==> config.mk <==
export PLATFORM = sky130hd
export DESIGN_NAME = max_cut_exhaustive_search_top
export DESIGN_NICKNAME = d
export VERILOG_FILES = /design/src/rtl/mcx_pkg.sv /design/src/rtl/mcx_seq.sv /design/src/rtl/mcx_dpath.sv /design/src/rtl/max_cut_exhaustive_search_top.sv
export SDC_FILE = /design/constraint.sdc
export NUM_CORES = 2
export LEC_CHECK = 0
export BUFFER_PORTS_ARGS = -buffer_cell sky130_fd_sc_hd__buf_2
export CORE_MARGIN = 2
export CORE_UTILIZATION = 47
export DETAILED_ROUTE_END_ITERATION = 8
export REMOVE_ABC_BUFFERS = 1
export SLEW_MARGIN = 20
export SYNTH_ARGS = -nofsm -noshare
export SYNTH_HDL_FRONTEND = slang
export SYNTH_HIERARCHICAL = 1
export SYNTH_SLANG_ARGS = --single-unit
==> constraint.sdc <==
create_clock -name clk -period 12.21 [get_ports clk]
set_input_delay 1.221 -clock clk [delete_from_list [all_inputs] [get_ports clk]]
set_output_delay 1.221 -clock clk [all_outputs]
set_load 0.02 [all_outputs]
==> src/rtl/mcx_pkg.sv <==
`timescale 1ns / 1ps
// ----------------------------------------------------------------------------
// mcx_pkg
// Shared types, constants and the control program of the max-cut search.
// ----------------------------------------------------------------------------
package mcx_pkg;

	localparam int DEF_MAX_NODES   = 16;
	localparam int DEF_WEIGHT_BITS = 8;

	localparam int CUT_W      = 14;
	localparam int NCNT_W     = 5;
	localparam int IDX_W      = 4;
	localparam int IN_WGT_W   = 8;
	localparam int PADDR_W    = 3;
	localparam int PDATA_W    = 32;
	localparam int PC_W       = 3;
	localparam int COND_W     = 3;

	localparam logic [CUT_W-1:0]  CUT_MAX        = '1;
	localparam logic [NCNT_W-1:0] NODE_COUNT_RST = 5'd16;

	localparam logic [PADDR_W-3:0] REG_NODE_COUNT = 1'd0;

	localparam logic OP_WRITE = 1'b0;
	localparam logic OP_SOLVE = 1'b1;

	localparam logic [PC_W-1:0] P_CLEAR = 3'd0;
	localparam logic [PC_W-1:0] P_IDLE  = 3'd1;
	localparam logic [PC_W-1:0] P_INIT  = 3'd2;
	localparam logic [PC_W-1:0] P_SCAN  = 3'd3;
	localparam logic [PC_W-1:0] P_DRAIN = 3'd4;
	localparam logic [PC_W-1:0] P_CMP   = 3'd5;
	localparam logic [PC_W-1:0] P_EMIT  = 3'd6;

	localparam logic [COND_W-1:0] C_ALWAYS    = 3'd0;
	localparam logic [COND_W-1:0] C_SOLVE     = 3'd1;
	localparam logic [COND_W-1:0] C_IJ_LAST   = 3'd2;
	localparam logic [COND_W-1:0] C_MASK_LAST = 3'd3;
	localparam logic [COND_W-1:0] C_OUT_FREE  = 3'd4;

	typedef struct packed {
		logic in_rdy;
		logic mem_clr;
		logic rd_en;
		logic ij_clr;
		logic ij_inc;
		logic full_range;
		logic acc_clr;
		logic best_clr;
		logic best_upd;
		logic mask_clr;
		logic mask_inc;
		logic out_load;
	} ctrl_t;

	typedef struct packed {
		ctrl_t             ctrl;
		logic [COND_W-1:0] cond;
		logic [PC_W-1:0]   t_pc;
		logic [PC_W-1:0]   f_pc;
	} uword_t;

	typedef struct packed {
		logic ij_last;
		logic mask_last;
	} dp_stat_t;

	typedef struct packed {
		logic solve_acc;
		logic ij_last;
		logic mask_last;
		logic out_free;
	} cond_t;

	function automatic uword_t ucode(input logic [PC_W-1:0] pc);
		uword_t w;
		w = '0;
		case (pc)
			P_CLEAR: begin
				w.ctrl.mem_clr    = 1'b1;
				w.ctrl.ij_inc     = 1'b1;
				w.ctrl.full_range = 1'b1;
				w.cond = C_IJ_LAST;
				w.t_pc = P_IDLE;
				w.f_pc = P_CLEAR;
			end
			P_IDLE: begin
				w.ctrl.in_rdy = 1'b1;
				w.cond = C_SOLVE;
				w.t_pc = P_INIT;
				w.f_pc = P_IDLE;
			end
			P_INIT: begin
				w.ctrl.ij_clr   = 1'b1;
				w.ctrl.acc_clr  = 1'b1;
				w.ctrl.best_clr = 1'b1;
				w.ctrl.mask_clr = 1'b1;
				w.cond = C_ALWAYS;
				w.t_pc = P_SCAN;
				w.f_pc = P_SCAN;
			end
			P_SCAN: begin
				w.ctrl.rd_en  = 1'b1;
				w.ctrl.ij_inc = 1'b1;
				w.cond = C_IJ_LAST;
				w.t_pc = P_DRAIN;
				w.f_pc = P_SCAN;
			end
			P_DRAIN: begin
				w.cond = C_ALWAYS;
				w.t_pc = P_CMP;
				w.f_pc = P_CMP;
			end
			P_CMP: begin
				w.ctrl.best_upd = 1'b1;
				w.ctrl.acc_clr  = 1'b1;
				w.ctrl.mask_inc = 1'b1;
				w.cond = C_MASK_LAST;
				w.t_pc = P_EMIT;
				w.f_pc = P_SCAN;
			end
			P_EMIT: begin
				w.ctrl.out_load = 1'b1;
				w.cond = C_OUT_FREE;
				w.t_pc = P_IDLE;
				w.f_pc = P_EMIT;
			end
			default: begin
				w.cond = C_ALWAYS;
				w.t_pc = P_IDLE;
				w.f_pc = P_IDLE;
			end
		endcase
		return w;
	endfunction

endpackage

==> src/rtl/mcx_seq.sv <==
`timescale 1ns / 1ps
// ----------------------------------------------------------------------------
// mcx_seq
// Step counter over the control program, with conditional jumps.
// ----------------------------------------------------------------------------
module mcx_seq (
	input  logic           clk,
	input  logic           arst_n,
	input  mcx_pkg::cond_t cond,
	output mcx_pkg::ctrl_t ctrl
);
	import mcx_pkg::*;

	logic [PC_W-1:0] pc_q;
	uword_t          uw;
	logic            take;

	always_comb begin
		uw = ucode(pc_q);
		case (uw.cond)
			C_ALWAYS:    take = 1'b1;
			C_SOLVE:     take = cond.solve_acc;
			C_IJ_LAST:   take = cond.ij_last;
			C_MASK_LAST: take = cond.mask_last;
			C_OUT_FREE:  take = cond.out_free;
			default:     take = 1'b1;
		endcase
	end

	assign ctrl = uw.ctrl;

	always_ff @(posedge clk or negedge arst_n) begin
		if (!arst_n) begin
			pc_q <= P_CLEAR;
		end else begin
			pc_q <= take ? uw.t_pc : uw.f_pc;
		end
	end

endmodule

==> src/rtl/mcx_dpath.sv <==
`timescale 1ns / 1ps
// ----------------------------------------------------------------------------
// mcx_dpath
// Weight memory, node and partition counters, cut accumulator, best value.
// ----------------------------------------------------------------------------
module mcx_dpath #(
	parameter int MAX_NODES   = mcx_pkg::DEF_MAX_NODES,
	parameter int WEIGHT_BITS = mcx_pkg::DEF_WEIGHT_BITS
) (
	input  logic                        clk,
	input  logic                        arst_n,
	input  mcx_pkg::ctrl_t              ctrl,
	input  logic [mcx_pkg::NCNT_W-1:0]  node_count,
	input  logic                        wr_en,
	input  logic [mcx_pkg::IDX_W-1:0]   wr_row,
	input  logic [mcx_pkg::IDX_W-1:0]   wr_col,
	input  logic [WEIGHT_BITS-1:0]      wr_weight,
	output mcx_pkg::dp_stat_t           stat,
	output logic [mcx_pkg::CUT_W-1:0]   best
);
	import mcx_pkg::*;

	localparam int DEPTH  = MAX_NODES * MAX_NODES;
	localparam int ADDR_W = $clog2(DEPTH);
	localparam int NODE_W = $clog2(MAX_NODES);
	localparam int WA_W   = ADDR_W + IDX_W + 1;
	localparam int SUM_W  = ((WEIGHT_BITS > CUT_W) ? WEIGHT_BITS : CUT_W) + 1;

	logic [WEIGHT_BITS-1:0] mem [DEPTH];

	logic [NODE_W-1:0]      i_q;
	logic [NODE_W-1:0]      j_q;
	logic [MAX_NODES-1:0]   mask_q;
	logic [CUT_W-1:0]       acc_q;
	logic [CUT_W-1:0]       best_q;
	logic                   add_en_s1;
	logic [WEIGHT_BITS-1:0] rd_s1;

	logic [NCNT_W-1:0]      n_eff;
	logic [NODE_W-1:0]      n_last;
	logic [NODE_W-1:0]      bound;
	logic                   j_end;
	logic [MAX_NODES:0]     lim_full;
	logic [ADDR_W-1:0]      rd_addr;
	logic [WA_W-1:0]        wa_full;
	logic                   mem_we;
	logic [ADDR_W-1:0]      mem_wa;
	logic [WEIGHT_BITS-1:0] mem_wd;
	logic [SUM_W-1:0]       sum;
	logic [CUT_W-1:0]       acc_nxt;

	always_comb begin
		n_eff    = (node_count > NCNT_W'(MAX_NODES)) ? NCNT_W'(MAX_NODES) : node_count;
		n_last   = (n_eff == '0) ? '0 : NODE_W'(n_eff - NCNT_W'(1));
		bound    = ctrl.full_range ? NODE_W'(MAX_NODES - 1) : n_last;
		j_end    = (j_q == bound);
		lim_full = ((MAX_NODES+1)'(1) << n_eff) - (MAX_NODES+1)'(1);

		stat.ij_last   = j_end && (i_q == bound);
		stat.mask_last = (mask_q == lim_full[MAX_NODES-1:0]);

		rd_addr = ADDR_W'(i_q) * ADDR_W'(MAX_NODES) + ADDR_W'(j_q);
		wa_full = WA_W'(wr_row) * WA_W'(MAX_NODES) + WA_W'(wr_col);

		mem_we = ctrl.mem_clr || wr_en;
		mem_wa = ctrl.mem_clr ? rd_addr : wa_full[ADDR_W-1:0];
		mem_wd = ctrl.mem_clr ? '0 : wr_weight;

		sum     = SUM_W'(acc_q) + SUM_W'(rd_s1);
		acc_nxt = (sum > SUM_W'(CUT_MAX)) ? CUT_MAX : sum[CUT_W-1:0];
	end

	assign best = best_q;

	always_ff @(posedge clk) begin
		if (mem_we) begin
			mem[mem_wa] <= mem_wd;
		end
		if (ctrl.rd_en) begin
			rd_s1 <= mem[rd_addr];
		end
	end

	always_ff @(posedge clk or negedge arst_n) begin
		if (!arst_n) begin
			i_q       <= '0;
			j_q       <= '0;
			mask_q    <= '0;
			acc_q     <= '0;
			best_q    <= '0;
			add_en_s1 <= 1'b0;
		end else begin
			add_en_s1 <= ctrl.rd_en && mask_q[i_q] && !mask_q[j_q];

			if (ctrl.ij_clr || (ctrl.ij_inc && stat.ij_last)) begin
				i_q <= '0;
				j_q <= '0;
			end else if (ctrl.ij_inc) begin
				if (j_end) begin
					j_q <= '0;
					i_q <= i_q + NODE_W'(1);
				end else begin
					j_q <= j_q + NODE_W'(1);
				end
			end

			if (ctrl.mask_clr) begin
				mask_q <= '0;
			end else if (ctrl.mask_inc) begin
				mask_q <= mask_q + MAX_NODES'(1);
			end

			if (ctrl.acc_clr) begin
				acc_q <= '0;
			end else if (add_en_s1) begin
				acc_q <= acc_nxt;
			end

			if (ctrl.best_clr) begin
				best_q <= '0;
			end else if (ctrl.best_upd && (acc_q > best_q)) begin
				best_q <= acc_q;
			end
		end
	end

endmodule

==> src/rtl/max_cut_exhaustive_search_top.sv <==
`timescale 1ns / 1ps
// Write items: one per cycle while in_stall is low, no result.
// Solve items: for n nodes, each of the 2^n partitions scans max(n,1)^2 matrix entries
// through the single weight-memory read port, one matrix entry per cycle; the cut
// value is loaded after the last partition.
// Reset: a clearing pass over all MAX_NODES*MAX_NODES entries zeroes the weight memory,
// input stalled meanwhile and during a solve until the result is loaded; node_count 16.
// ----------------------------------------------------------------------------
// max_cut_exhaustive_search_top
// Maximum-cut exhaustive search over a loaded edge weight matrix.
// ----------------------------------------------------------------------------
module max_cut_exhaustive_search_top #(
	parameter int MAX_NODES   = mcx_pkg::DEF_MAX_NODES,
	parameter int WEIGHT_BITS = mcx_pkg::DEF_WEIGHT_BITS
) (
	input  logic                          clk,
	input  logic                          arst_n,
	input  logic                          psel,
	input  logic                          penable,
	input  logic                          pwrite,
	input  logic [mcx_pkg::PADDR_W-1:0]   paddr,
	input  logic [mcx_pkg::PDATA_W-1:0]   pwdata,
	output logic [mcx_pkg::PDATA_W-1:0]   prdata,
	output logic                          pready,
	input  logic                          in_valid,
	output logic                          in_stall,
	input  logic                          opcode,
	input  logic [mcx_pkg::IDX_W-1:0]     row_node,
	input  logic [mcx_pkg::IDX_W-1:0]     col_node,
	input  logic [mcx_pkg::IN_WGT_W-1:0]  edge_weight,
	output logic                          out_valid,
	input  logic                          out_stall,
	output logic [mcx_pkg::CUT_W-1:0]     best_cut_value
);
	import mcx_pkg::*;

	localparam int WX_W = (WEIGHT_BITS > IN_WGT_W) ? WEIGHT_BITS : IN_WGT_W;

	ctrl_t                  ctrl;
	cond_t                  cond;
	dp_stat_t               stat;
	logic [NCNT_W-1:0]      node_count_q;
	logic                   out_valid_q;
	logic [CUT_W-1:0]       best_cut_value_q;
	logic [CUT_W-1:0]       best;
	logic                   in_acc;
	logic                   out_free;
	logic                   row_ok;
	logic                   wr_en;
	logic                   reg_hit;
	logic [WX_W-1:0]        w_ext;
	logic [WEIGHT_BITS-1:0] wr_weight;

	always_comb begin
		reg_hit   = (paddr[PADDR_W-1:2] == REG_NODE_COUNT);
		in_stall  = !ctrl.in_rdy;
		in_acc    = in_valid && !in_stall;
		out_free  = !out_valid_q || !out_stall;
		row_ok    = (NCNT_W'(row_node) < NCNT_W'(MAX_NODES))
			&& (NCNT_W'(col_node) < NCNT_W'(MAX_NODES));
		wr_en     = in_acc && (opcode == OP_WRITE) && row_ok;
		w_ext     = WX_W'(edge_weight);
		wr_weight = w_ext[WEIGHT_BITS-1:0];
		cond      = '{solve_acc: in_acc && (opcode == OP_SOLVE),
			ij_last: stat.ij_last, mask_last: stat.mask_last, out_free: out_free};
		prdata    = reg_hit ? PDATA_W'(node_count_q) : '0;
	end

	assign pready         = 1'b1;
	assign out_valid      = out_valid_q;
	assign best_cut_value = best_cut_value_q;

	mcx_seq u_seq (
		.clk    (clk),
		.arst_n (arst_n),
		.cond   (cond),
		.ctrl   (ctrl)
	);

	mcx_dpath #(
		.MAX_NODES   (MAX_NODES),
		.WEIGHT_BITS (WEIGHT_BITS)
	) u_dpath (
		.clk        (clk),
		.arst_n     (arst_n),
		.ctrl       (ctrl),
		.node_count (node_count_q),
		.wr_en      (wr_en),
		.wr_row     (row_node),
		.wr_col     (col_node),
		.wr_weight  (wr_weight),
		.stat       (stat),
		.best       (best)
	);

	always_ff @(posedge clk) begin
		if (ctrl.out_load && out_free) begin
			best_cut_value_q <= best;
		end
	end

	always_ff @(posedge clk or negedge arst_n) begin
		if (!arst_n) begin
			node_count_q <= NODE_COUNT_RST;
			out_valid_q  <= 1'b0;
		end else begin
			if (psel && penable && pwrite && pready && reg_hit) begin
				node_count_q <= pwdata[NCNT_W-1:0];
			end
			if (ctrl.out_load && out_free) begin
				out_valid_q <= 1'b1;
			end else if (!out_stall) begin
				out_valid_q <= 1'b0;
			end
		end
	end

endmodule
## Yosys cells after proc, flatten, opt, wreduce, memory -nomap -nowiden

Memory sizes are Yosys's and may differ from the RTL's. A register that Yosys moved wholly into a read port is not among the register bits.
Index checks and enable logic that the tools add are counted.

- Register bits: 76
- Memory bits (writable): 2048
- Output and inout port bits: 49
- Memories kept: 1

Memory list:

| name | words | bits a word | read ports | clocked after Yosys merged registers in | wr ports | RTL line | text |
|---|---|---|---|---|---|---|---|
| u_dpath.mem | 256 | 8 | 1 | 1 | 1 | mcx_dpath.sv:29 | `logic [WEIGHT_BITS-1:0] mem [DEPTH];` |

- Add/subtract/negate cells: 8
- Order comparisons: 5
- Equal/unequal tests: 14
- Shift-type cells: 1
- Multiplexer cells: 38
- Bitwise gates (word level): 2
- Reductions and logical operators: 29

Operator list:

| kind | number |
|---|---|
| two-way mux 14 bit | 5 |
| case mux 9 bit (7 select lines) | 1 |
| two-way mux 16 bit | 2 |
| two-way mux 4 bit | 8 |
| adder 16 x 1 -> 16 bit, second input constant | 1 |
| adder 8 x 4 -> 8 bit | 2 |
| equality test 16 bit | 1 |
| two-way mux 8 bit | 2 |
| left shift 1 x 5 -> 16 bit, first input constant | 1 |
| subtractor 16 x 2 -> 16 bit, second input constant | 1 |
| adder 14 x 8 -> 15 bit | 1 |
| > comparator 15 x 14 -> 1 bit, second input constant | 1 |
| > comparator 14 bit | 1 |
| two-way mux 1 bit | 14 |
| equality test 3 x 2 -> 1 bit, second input constant | 4 |
| equality test 3 bit, second input constant | 4 |
| logical AND 1 bit | 12 |
| < comparator 4 x 5 -> 1 bit, second input constant | 2 |
| two-way mux 5 bit | 2 |
| nonzero test 2 bit | 5 |
| adder 4 x 1 -> 4 bit, second input constant | 2 |
| binary-select mux 1 bit (select 4 bit) | 2 |
| equality test 4 bit | 2 |
| equality test 3 x 1 -> 1 bit, second input constant | 2 |
| other kinds (12) | 19 |

## Depth between registers and ports, before layout

- Depth in word-level cells: 11
- Gate-level depth with buffers: 17
- Mapped depth without buffers: 14

## Cells and area by module

The synthesis kept the hierarchy.

Modules (own cells, without submodules):

| module | instances | cells each | area an instance (um^2) | seq. area each (um^2) |
|---|---|---|---|---|
| mcx_dpath | 1 | 4428 | 84491.0 | 63065.5 |
| max_cut_exhaustive_search_top | 1 | 68 | 947.2 | 571.8 |
| mcx_seq | 1 | 35 | 305.3 | 75.1 |

## Least setup slack after synthesis

No wires, ideal clock.

- Path kind: input -> register
- Start: in edge_weight[0] in the netlist's numbering
- End: mem u_dpath/mem[0][0] in the netlist's numbering, data pin
- Arrival time: 7.366 ns
- Data required time: 10.764 ns
- Slack: 3.398 ns
- Cell stages on the path: 1
- Cells stage by stage: nor2b_1

- Cells in the longest elaborated chain, start to end: 1

RTL lines:

| element | RTL line | text |
|---|---|---|
| start: declaration | max_cut_exhaustive_search_top.sv:30 | `input logic [mcx_pkg::IN_WGT_W-1:0] edge_weight,` |
| two-way mux 8 bit | mcx_dpath.sv:67 | `mem_wd = ctrl.mem_clr ? '0 : wr_weight;` |
| end: declaration | mcx_dpath.sv:29 |  |

No other way between the ends.

## Worst setup path in the final report

- Start: reg u_dpath.j_q[0]
- End: reg u_dpath.rd_s1[7], read port of u_dpath.mem, data pin

- Cells in the longest elaborated chain, start to end: 1

RTL lines:

| element | RTL line | text |
|---|---|---|
| start: declaration | mcx_dpath.sv:32 | `logic [NODE_W-1:0] j_q;` |
| start signal: assignment | mcx_dpath.sv:103 | `j_q <= j_q + NODE_W'(1);` |
| adder 8 x 4 -> 8 bit | mcx_dpath.sv:62 | `rd_addr = ADDR_W'(i_q) * ADDR_W'(MAX_NODES) + ADDR_W'(j_q);` |
| end: declaration | mcx_dpath.sv:37 | `logic [WEIGHT_BITS-1:0] rd_s1;` |

No other way between the ends.
A chain may end at the register's enable or synchronous reset.

==> results.txt <==
Vias in the first global route: 44100
YS warnings: 6
Root buffer cell: clkbuf_16
Synth-to-Final Area Change: 11.0%
WL per Instance: 32.7 µm
Hold Crit Depth: 0
Peak supply drop: 119 µV
Most common cell in the netlist: edfxtp_1
# hold bufs at CTS: 0
Final Hold Fails: 0
FF-to-FF path depth: 8
Initial antenna violation count: 15
Fin Clk Skew: 35.8 ps
Input/output buffers: 50
Fillers: 14200
Yosys top cell area share: 72.5%
# DRC: 0
Setup bufs post-CTS: 0
Reg2Reg Capture Point: u_dpath/rd_s1[7]
# nets final: 4717
Cell accounting for the most synthesized area: edfxtp_1
Worst reg2reg setup slack: 7080 ps
Worst Setup End Kind: flop
Die Y: 431 µm
Worst setup path class: flop to flop
PwrDens: 151 mW/mm²
Cell Area, Synth: 0.0857 mm²
GP Congestion: 0.863
First-pass GRT wire length: 331000 µm
Cell Rows: 156
Tmin final: 5130 ps
CTS sink count: 2132
Worst Path Max Fanout: 46
DRC marker count from the first detailed-route iteration: 5549
Die width: 431 µm
Async SR Flop Fraction: 2.91%
Netlist cell types: 90
CTS buffer count: 214
Crit start category: flop
Hold_ws: 478 ps
Clk_lat worst skew: 850 ps
Synthesized area per cell: 18.9 µm²
Worst reg2reg startpoint: u_dpath/j_q[0]
Routed Antenna Nets: 0
DRT Pass-1 Iters: 5
Worst Hold Class: flop to flop
Largest net degree at the start of global routing: 213
Required @ worst endpoint: 12700 ps
RSZ-0062 raised after global routing: false
Area contributors post-synth: edfxtp_1 72%, mux4_2 11%, mux2i_1 2.8%, dfrtp_1 1.8%, nor2_1 1.5%
Layout cell share with drive strength beyond 1: 19.8%
Dominant synthesized flop cell: edfxtp_1
Clock transition at path regs: 60 ps
Setup_tns: 0 ps
Cts repair resizes: 0
Final period util: 42.0%
Core ar.: 0.181 mm²
Post-Syn Instances: 4531
CTS tree: built
Slew @ Worst Pin: 1180 ps
Max Cap Viol: 0
Final WL: 234000 µm
Final setup viols: 0
Commonest cells post-synth: 2070 x edfxtp_1, 422 x mux4_2, 354 x nor2_1
Post-DP HPWL: 140000 µm
Final Max Tran Viols: 0
DR vias/cell: 6.30
Util after Layout: 52.6%
Status: finished, final reports clean
GRT overflow: 0
Clock buffer depth: 3
Initial core utilization: 47.4%
Synth Register Bits: 2132
CP arrival: 5620 ps
H-Tree Depth: 4
Hold Path End: best_cut_value[4]
Fmax: 195 MHz
Leakage Power: 31.0 nW
Boundary Pins: 108
Area of the die: 0.186 mm²
Hold_sp: u_dpath/best[4]
Slew headroom: 21.5%
Post-synth EDFFs: 2070
Total number of vias: 45200
Register area share after synthesis: 74.3%
Total global-route track usage: 25.1%
[cell families (layout without fill, tap and decap cells)]
logic type / Yosys count / count (layout) / share of synthesized area [%]
AOI/OAI and AO/OA: 575 / 575 / 4.74
muxes: 674 / 674 / 14.0
buffers and inverters: 361 / 601 / 2.25
other: 2 / 32 / 0.00876
DFF: 2132 / 2132 / 74.3
and+or+nand+nor: 724 / 724 / 3.86
xor gates and xnor gates: 31 / 31 / 0.317
adders and majority gates: 32 / 32 / 0.476
[cell usage in the layout (no fill, tap or decap), types with 15 or more instances in the layout]
master,count
a21oi_1,130
a221oi_1,32
a22o_1,24
a22oi_1,104
a31oi_1,23
buf_2,50
buf_4,98
clkbuf_1,60
clkbuf_16,216
clkinv_1,53
clkinv_2,27
conb_1,28
dfrtp_1,55
edfxtp_1,2070
ha_1,31
inv_1,46
mux2_2,15
mux2i_1,237
mux4_2,422
nand2_1,138
nand2b_1,20
nand3_1,38
nor2_1,352
nor3_1,37
o21ai_0,62
o221ai_1,44
o22ai_1,23
xor2_1,17
[worst max-delay path: stages, from the launching register on]
cell      delay (ps)
dfrtp_4          860
buf_4            750
buf_4            800
mux2i_1          200
o221ai_1         380
a21oi_1          120
nor4_1           650
a211oi_1         300
o32ai_1          650
[sequential cells by signal, summed over array words and instances, names as in the netlist]
| name | cells |
|---|---|
| u_dpath/mask_q | 16 |
| best_cut_value | 14 |
| u_dpath/add_en_s1 | 1 |
| u_dpath/mem | 2048 |
| u_dpath/rd_s1 | 8 |
| node_count_q | 5 |
| u_dpath/i_q | 4 |
| u_dpath/acc_q | 14 |
| u_dpath/best | 14 |
| u_dpath/j_q | 4 |
| u_seq/pc_q | 3 |
| out_valid | 1 |
[worst max-delay path by stage]
stage	from	end	slack [ps]
5_1_grt	u_dpath/j_q[0]	u_dpath/rd_s1[7]	6810
6_report	u_dpath/j_q[0]	u_dpath/rd_s1[7]	7080
3_3_place_gp	u_dpath/j_q[0]	u_dpath/rd_s1[1]	7010
2_1_floorplan	u_dpath/j_q[0]	u_dpath/rd_s1[7]	-12340
4_1_cts	u_dpath/j_q[0]	u_dpath/rd_s1[1]	6990
3_5_place_dp	u_dpath/j_q[0]	u_dpath/rd_s1[1]	7020
[report_power, final]
group / switching, mW / internal (mW)
sequential: 0.0128 / 7.91
clock: 2.74 / 3.52
combinational: 0.0938 / 0.0583
total: 2.85 / 11.5
[cell type report]
class                   count  area (µm²)  area share (%)
repair buffers            164        1310            1.37
well taps                2370        2970            3.12
flip-flops and latches   2132       63700            67.0
clock inverters           108         943           0.991
diodes                      4        10.0          0.0105
clock buffers             279        5670            5.96
multi-input cells        2064       20400            21.4
inverters                  50         190           0.200
[per-stage QoR]
| step | setup slack [ps] | std cells | power (mW) | area, µm² |
|---|---|---|---|---|
| after floorplan | -12340 | 4246 | 8.18 | 84100 |
| after global placement | 7010 | 6778 | 8.22 | 88500 |
| final | 7080 | 7171 | 14.3 | 95200 |
| after CTS | 6990 | 7166 | 14.4 | 95100 |
| after detailed placement | 7020 | 6779 | 8.22 | 88500 |
| after global routing | 6810 | 7170 | 14.7 | 95200 |
[metal layers]
metal / part of all wire [%] / wire [µm] / global-route usage, %
met4: 3.0 / 7140 / 7.86
met5: 0.033 / 77 / 0
met3: 9.2 / 21500 / 5.25
met2: 47 / 110000 / 39.2
met1: 41 / 95200 / 35.8
Power figures use the tool's default switching activity.
